`src/rtl/pir_pkg.sv`:
```
package pir_pkg;

	localparam logic [2:0] KIND_BEGIN   = 3'd0;
	localparam logic [2:0] KIND_HEADER  = 3'd1;
	localparam logic [2:0] KIND_DATA    = 3'd2;
	localparam logic [2:0] KIND_DISCARD = 3'd3;
	localparam logic [2:0] KIND_READ    = 3'd4;

	localparam logic [2:0] ST_OK     = 3'd0;
	localparam logic [2:0] ST_DUP    = 3'd1;
	localparam logic [2:0] ST_NOIMG  = 3'd2;
	localparam logic [2:0] ST_ORDER  = 3'd3;
	localparam logic [2:0] ST_OVER   = 3'd4;
	localparam logic [2:0] ST_BADCNT = 3'd5;

	localparam int IN_DATA_W  = 64;
	localparam int OUT_DATA_W = 32;

	typedef struct packed {
		logic [13:0] packet_count;
		logic [13:0] packet_number;
		logic [11:0] packet_length;
		logic [7:0]  data_byte;
		logic [15:0] read_address;
	} item_t;

	typedef struct packed {
		logic [2:0]  status;
		logic        complete;
		logic [16:0] image_length;
		logic        read_hit;
	} result_t;

endpackage

```
`src/rtl/pir_ctrl.sv`:
```
module pir_ctrl
	import pir_pkg::*;
#(
	parameter int BUFFER_BYTES = 65536,
	parameter int MAX_PACKETS  = 8192,
	parameter int PACKET_ROOM  = 2048
) (
	input  logic                            clk,
	input  logic                            arst_n,
	input  logic                            accept,
	input  logic [2:0]                      kind,
	input  item_t                           item,
	output result_t                         res,
	output logic                            ram_en,
	output logic                            ram_we,
	output logic [$clog2(BUFFER_BYTES)-1:0] ram_addr,
	output logic [7:0]                      ram_wdata
);

	localparam int AW = $clog2(BUFFER_BYTES);
	localparam int LW = $clog2(BUFFER_BYTES + 1);
	localparam int CW = 14 + $clog2(PACKET_ROOM + 1) + 1;
	localparam int SW = LW + 1;
	localparam int RW = LW + 16;

	logic          active_q, active_d;
	logic          skip_q, skip_d;
	logic [LW-1:0] stored_q, stored_d;
	logic [LW-1:0] cap_q, cap_d;
	logic [13:0]   expected_q, expected_d;
	logic [14:0]   next_q, next_d;
	logic [11:0]   remain_q, remain_d;
	logic [CW-1:0] cap_w;
	logic [SW-1:0] end_w;
	logic [2:0]    status;
	logic          do_write;

	assign cap_w = (CW'(item.packet_count) + CW'(1)) * CW'(PACKET_ROOM);
	assign end_w = SW'(stored_q) + SW'(item.packet_length);

	always_comb begin
		active_d   = active_q;
		skip_d     = skip_q;
		stored_d   = stored_q;
		cap_d      = cap_q;
		expected_d = expected_q;
		next_d     = next_q;
		remain_d   = remain_q;
		status     = ST_OK;
		do_write   = 1'b0;
		unique case (kind)
			KIND_BEGIN: begin
				active_d   = 1'b0;
				skip_d     = 1'b0;
				stored_d   = '0;
				cap_d      = '0;
				expected_d = '0;
				next_d     = '0;
				remain_d   = '0;
				if (item.packet_count == 14'd0 || 32'(item.packet_count) > MAX_PACKETS
						|| cap_w > CW'(BUFFER_BYTES)) begin
					status = ST_BADCNT;
				end else begin
					active_d   = 1'b1;
					cap_d      = LW'(cap_w);
					expected_d = item.packet_count;
					next_d     = 15'd1;
				end
			end
			KIND_HEADER: begin
				if (!active_q) begin
					status = ST_NOIMG;
				end else if ({1'b0, item.packet_number} + 15'd1 == next_q) begin
					status   = ST_DUP;
					skip_d   = 1'b1;
					remain_d = item.packet_length;
				end else if ({1'b0, item.packet_number} != next_q
						|| end_w > SW'(cap_q)) begin
					status     = ({1'b0, item.packet_number} != next_q) ? ST_ORDER : ST_OVER;
					active_d   = 1'b0;
					skip_d     = 1'b0;
					stored_d   = '0;
					cap_d      = '0;
					expected_d = '0;
					next_d     = '0;
					remain_d   = '0;
				end else begin
					skip_d   = 1'b0;
					remain_d = item.packet_length;
					next_d   = next_q + 15'd1;
				end
			end
			KIND_DATA: begin
				if (!active_q) begin
					status = ST_NOIMG;
				end else if (remain_q != 12'd0) begin
					if (!skip_q && 32'(stored_q) < BUFFER_BYTES) begin
						do_write = 1'b1;
						stored_d = stored_q + LW'(1);
					end
					remain_d = remain_q - 12'd1;
					if (remain_q == 12'd1) begin
						skip_d = 1'b0;
					end
				end
			end
			KIND_DISCARD: begin
				active_d   = 1'b0;
				skip_d     = 1'b0;
				stored_d   = '0;
				cap_d      = '0;
				expected_d = '0;
				next_d     = '0;
				remain_d   = '0;
			end
			default: begin
			end
		endcase
	end

	always_ff @(posedge clk or negedge arst_n) begin
		if (!arst_n) begin
			active_q   <= 1'b0;
			skip_q     <= 1'b0;
			stored_q   <= '0;
			cap_q      <= '0;
			expected_q <= '0;
			next_q     <= '0;
			remain_q   <= '0;
		end else if (accept) begin
			active_q   <= active_d;
			skip_q     <= skip_d;
			stored_q   <= stored_d;
			cap_q      <= cap_d;
			expected_q <= expected_d;
			next_q     <= next_d;
			remain_q   <= remain_d;
		end
	end

	assign res.status       = status;
	assign res.complete     = active_d && expected_d != 14'd0
		&& next_d > {1'b0, expected_d} && remain_d == 12'd0;
	assign res.image_length = 17'(stored_d);
	assign res.read_hit     = (kind == KIND_READ)
		&& (RW'(item.read_address) < RW'(stored_q));

	assign ram_en    = accept && (do_write || kind == KIND_READ);
	assign ram_we    = do_write;
	assign ram_addr  = do_write ? stored_q[AW-1:0] : AW'(item.read_address);
	assign ram_wdata = item.data_byte;

	a_len_in_cap: assert property (@(posedge clk) disable iff (!arst_n)
		stored_q <= cap_q)
		else $error("Stored length exceeds the reserved capacity.");

	a_idle_clear: assert property (@(posedge clk) disable iff (!arst_n)
		!active_q |-> stored_q == '0 && next_q == '0 && remain_q == '0)
		else $error("Image state is left over without an active image.");

	a_skip_active: assert property (@(posedge clk) disable iff (!arst_n)
		skip_q |-> active_q)
		else $error("Duplicate skipping is set without an active image.");

	a_write_room: assert property (@(posedge clk) disable iff (!arst_n)
		accept && do_write |=> stored_q == $past(stored_q) + LW'(1))
		else $error("A stored byte did not advance the stored length.");

endmodule

```
`config.mk`:
```
export PLATFORM = sky130hd
export DESIGN_NAME = pir_ctrl
export DESIGN_NICKNAME = d
export VERILOG_FILES = /design/src/rtl/pir_pkg.sv /design/src/rtl/pir_ctrl.sv
export SDC_FILE = /design/constraint.sdc
export NUM_CORES = 1
export LEC_CHECK = 0
export BUFFER_PORTS_ARGS = -buffer_cell sky130_fd_sc_hd__buf_2
export CORE_ASPECT_RATIO = 1.5
export CORE_MARGIN = 2
export CORE_UTILIZATION = 50
export CTS_BUF_LIST = sky130_fd_sc_hd__clkbuf_4
export CTS_CLUSTER_SIZE = 14
export DETAILED_ROUTE_END_ITERATION = 6
export PLACE_DENSITY_LB_ADDON = 0.3
export SYNTH_ARGS = -nofsm -noshare
export SYNTH_HDL_FRONTEND = slang
export SYNTH_SLANG_ARGS = --single-unit
```
`constraint.sdc`:
```
create_clock -name clk -period 19.1 [get_ports clk]
set_clock_uncertainty 0.05 [all_clocks]
set_input_delay 1.91 -clock clk [delete_from_list [all_inputs] [get_ports clk]]
set_output_delay 1.91 -clock clk [all_outputs]
set_load 0.02 [all_outputs]
```
# Word level (Yosys, flattened, before mapping)
# Index checks and enable logic that the tools add are counted.
# word_totals
ff_bits	77
inputBits	70
word_cells	104
# classes
eq_ne	13
muxes	51
addsub	6
order_cmp	6
reduce_logical	21
# ops
operator	count
two-way mux 17 bit	10
one-hot mux 17 bit (3 select lines)	2
two-way mux 12 bit	5
two-way mux 14 bit	4
two-way mux 15 bit	3
one-hot mux 15 bit (3 select lines)	1
one-hot mux 14 bit (3 select lines)	1
one-hot mux 12 bit (3 select lines)	1
adder 14 x 1 -> 15 bit (second input constant)	2
greater-than comparator 26 x 17 -> 1 bit (second input constant)	1
adder 17 x 12 -> 18 bit	1
greater-than comparator 18 x 17 -> 1 bit	1
adder 17 x 1 -> 17 bit (second input constant)	1
< comparator 16 x 17 -> 1 bit	1
< comparator 17 bit (second input constant)	1
two-way mux 16 bit	1
adder 15 x 1 -> 15 bit (second input constant)	1
equality test 15 bit	1
greater-than comparator 15 x 14 -> 1 bit	1
two-way mux 3 bit	5
inequality test 14 x 15 -> 1 bit	1
greater-than comparator 14 bit (second input constant)	1
zero test 14 bit	1
two-way mux 1 bit	14
20 further kinds	36

# Depth between registers and ports, before layout
# depth
ltp_word	11
ltp_mapped	32
mapped_depth_nobuf	31

# Worst setup path before layout
# No wires, ideal clock.
# synth_path
path_kind	input port to output port
start	input port item[24] (netlist name)
end	output port res[18] (netlist name)
path_buffers	1
t_arrival_ps	7847
stages	32
path_slack_ps	9293
cell_sequence	ha_1 -> inv_1 -> fa_1 -> nor2b_1 -> o2111ai_2 -> nand3_1 -> a21o_1 -> a21o_1 -> a21o_1 -> a21oi_1 -> nor2_1 -> xor2_1 -> ha_1 -> nand4_1 -> nor3_1 -> o2111a_1 -> o2111ai_1 -> o32ai_4 -> a31oi_4 -> o21ai_1 -> buf_2 -> nand2_1 -> ha_1 -> nand4_1 -> nor2_1 -> and3_1 -> a41oi_1 -> a21oi_1 -> a31o_2 -> a2111oi_2 -> nand4_1 -> nor4bb_1
# synth_lines
item	line	rtl
start: declaration	pir_ctrl.sv:12	input item_t item,
end: declaration	pir_ctrl.sv:13	output result_t res,

==> flow_summary.yaml <==
grt:
  antenna_found_initial: 1
  grt_max_degree: 67
  grt_remaining_overflow: 0
  grtUsageTotal_pct: 30.32
  grt_pass1_wl_um: 40050
  grt_pass1_vias: 7734
placement:
  port_buffers: 101
  dpl.hpwl_um: 18690
  place_congestion: 0.9813
  dpl_cell_area_um2: 8139
  post-place-ws_ns: 8.125
drt:
  wl_per_cell_um: 19.65
  route.met2.wl_um: 12240
  firstDrtPassIters: 7
  drc: 9
  maxUsedRoutingLayer: "met4"
  wl_met1_um: 9359
  via_count: 8217
  viasPerCell: 6.527
  met3RoutedLength_um: 1578
  drt-initial-drc-count: 782
  drt_wl_total_um: 24740
  antenna_left: 0
clocking:
  clk_latency_ns: 0.45
  post_cts_resized: 0
  clk_path_buf_depth: 2
  clkTransAtPathRegs_ns: 0.12
  cts_num_sinks: 66
  cts-buffers-inserted: 9
  holdBufCountCts: 0
  cts_setup_buffers: 0
  cts_tree: "built"
  cts-htree-levels: 3
  cts-root-buf: "clkbuf_4"
setup_path:
  critPathKind: "in -> out"
  cpMaxStageDelayCell: "o21ai_1"
  crit_path_start_kind: "primary input"
  cp_max_fo: 25
  arrival_ns: 9.14
  cp-end-kind: "output pin"
  crit_required_ns: 17.14
  cp_top_family: "compound AO/OA/AOI/OAI gates"
  slowest_delay_ns: 0.85
  crit_buf_inv: 3
sta:
  layout_setup_ws_ns: 7.995
  rsz0062_at_grt: "false"
  fin_crit_ns: 11.10
  hold_viol: 0
  worst_slew_pin_slew_ns: 1.096
  fin_crit_sh_pct: 58.14
  finalSetupTns_ns: 0
  finalMaxSlewViolations: 0
  fmax_ghz: 0.09005
  finalSetupViolCount: 0
  slew_headroom_pct: 26.70
logic_synthesis:
  netlist_instances: 1019
  syn_avg_cell_area_um2: 7.560
  ys.flop_type: "dfrtp_1"
  seq_area_frac_synth_pct: 21.44
  ys_seq_elements: 66
  ys_types: 90
  yosys_warnings: 0
  syn_nets: 1144
  ys_async_sr_fraction_pct: 100.0
  netlist_area_um2: 7704
  synth_enable_flop_cells: 0
die:
  core-area_um2: 15070
  die-area_um2: 16440
  die_w_um: 105.4
  die_y_um: 156.0
  start_util_pct: 51.12
  rows: 55
  io_pins: 118
power:
  power.density_nw_per_um2: 39.87
  ir_drop_uv: 20.88
  total_power_mw: 0.3291
  p_leak_nw: 3.518
cells_and_area:
  stdcell_area_um2: 8254
  n_fill_cell: 1486
  drive_above_1_share_pct: 14.92
  area_delta_synth_final_pct: 7.146
  nets: 1180
run:
  drv_cap: 0
worst_hold_path:
  min_path_type: "reg -> reg"
run_status:
  status: "finished with violations"
  violations: "design-rule violations"
## worst paths after layout
| path | from | to | slack, ns | cells past startpoint |
|---|---|---|---|---|
| max | item[24] | res[18] | 8.00 | 33 |
| min | cap_q[15] | cap_q[15] | 0.47 | 1 |
| max reg2reg | stored_q[0] | stored_q[1] | 13.62 | 21 |
| min reg2reg | cap_q[15] | cap_q[15] | 0.47 | 1 |
| max in group asynchronous | arst_n | next_q[9] | 16.80 | 2 |
| min in group asynchronous | arst_n | expected_q[12] | 1.60 | 2 |
## metrics by stage
stage | hold slack, ns | instances | util, %
finish | 0.4704 | 1259 | 54.77
global route | 0.5010 | 1259 | 54.77
CTS | 0.4745 | 1258 | 54.75
detailed placement | 0.4454 | 1243 | 54.01
global placement | 0.4400 | 1243 | 54.01
floorplan | 0.4264 | 1019 | -
## cells by family (layout without fill, tap and decap cells)
group           Yosys count  count (layout)  synth area share (%)
simple gates            407             407                 26.93
compound gates          312             312                 29.58
buf+inv                 130             170                 7.114
flops                    66              66                 21.44
fa+ha+maj                55              55                 9.030
xor+xnor                 36              36                 4.093
mux                      13              13                 1.819
other cells               0               1                     0
## layout make-up
cell class | count | area, um2 | share of cell area (%)
antenna | 1 | 2.502 | 0.03032
clock buffer | 9 | 67.56 | 0.8186
clock inverter | 6 | 45.04 | 0.5457
inverter | 47 | 176.4 | 2.137
multi-input combinational | 823 | 5504 | 66.68
sequential | 66 | 1652 | 20.01
tap | 199 | 249.0 | 3.017
timing repair buffer | 108 | 558.0 | 6.761
## power breakdown
part | switching [mW] | internal [mW]
sequential | 0.00811 | 0.143
clock | 0.0597 | 0.0260
combinational | 0.0587 | 0.0334
## Yosys cell counts, types with 6 or more instances
library cell | n | share of area (%)
clkbuf_1 | 56 | 2.7
a31o_2 | 7 | 0.80
nor2_1 | 78 | 3.8
nor2b_1 | 9 | 0.73
xnor2_1 | 24 | 2.7
o21a_1 | 11 | 1.1
buf_2 | 14 | 0.91
a211oi_1 | 7 | 0.68
ha_1 | 54 | 8.8
dfrtp_1 | 66 | 21
a21oi_1 | 58 | 3.8
and4_1 | 9 | 1.0
nand2b_1 | 16 | 1.3
mux2_2 | 7 | 1.0
o21ai_1 | 8 | 0.52
a221o_1 | 11 | 1.4
nor3b_1 | 6 | 0.58
o2bb2ai_1 | 13 | 1.5
a21o_1 | 15 | 1.5
a22o_1 | 14 | 1.6
o21ai_0 | 59 | 3.8
inv_1 | 46 | 2.2
or3_1 | 7 | 0.57
and3_1 | 12 | 0.97
nor4_1 | 18 | 1.5
and2_1 | 18 | 1.5
o22a_1 | 14 | 1.6
buf_4 | 9 | 0.88
a221oi_1 | 6 | 0.68
xor2_1 | 12 | 1.4
nand2_1 | 108 | 5.3
nand4_1 | 20 | 1.6
nor3_1 | 46 | 3.0
or4_1 | 6 | 0.58
a31oi_1 | 10 | 0.81
nand3_1 | 31 | 2.0
a211o_1 | 11 | 1.3
## per-layer routing
metal / up-vias / GRT usage (%)
met5: - / 0
met4: 0 / 19.37
met3: 107 / 4.219
met2: 381 / 52.75
met1: 3852 / 34.62
li1: 3877 / -
## registers in the layout (all words and copies together) (netlist names)
| register | flops |
|---|---|
| stored_q | 17 |
| cap_q | 6 |
| remain_q | 12 |
| skip_q | 1 |
| next_q | 15 |
| expected_q | 14 |
| active_q | 1 |
## layout by cell type (no fill, tap or decap), types with 7 or more instances in the layout
| master | count |
|---|---|
| nand2_1 | 108 |
| buf_2 | 101 |
| nor2_1 | 78 |
| dfrtp_1 | 66 |
| o21ai_0 | 59 |
| a21oi_1 | 58 |
| ha_1 | 54 |
| inv_1 | 46 |
| nor3_1 | 46 |
| nand3_1 | 31 |
| xnor2_1 | 24 |
| nand4_1 | 20 |
| and2_1 | 18 |
| nor4_1 | 18 |
| nand2b_1 | 16 |
| a21o_1 | 15 |
| o22a_1 | 14 |
| a22o_1 | 14 |
| o2bb2ai_1 | 13 |
| and3_1 | 12 |
| xor2_1 | 12 |
| a211o_1 | 11 |
| o21a_1 | 11 |
| a221o_1 | 11 |
| a31oi_1 | 10 |
| nor2b_1 | 9 |
| and4_1 | 9 |
| clkbuf_4 | 9 |
| o21ai_1 | 8 |
| a31o_2 | 7 |
| a211oi_1 | 7 |
| or3_1 | 7 |
| mux2_2 | 7 |
| buf_4 | 7 |
Note: power is estimated with default switching activity, not from simulation.
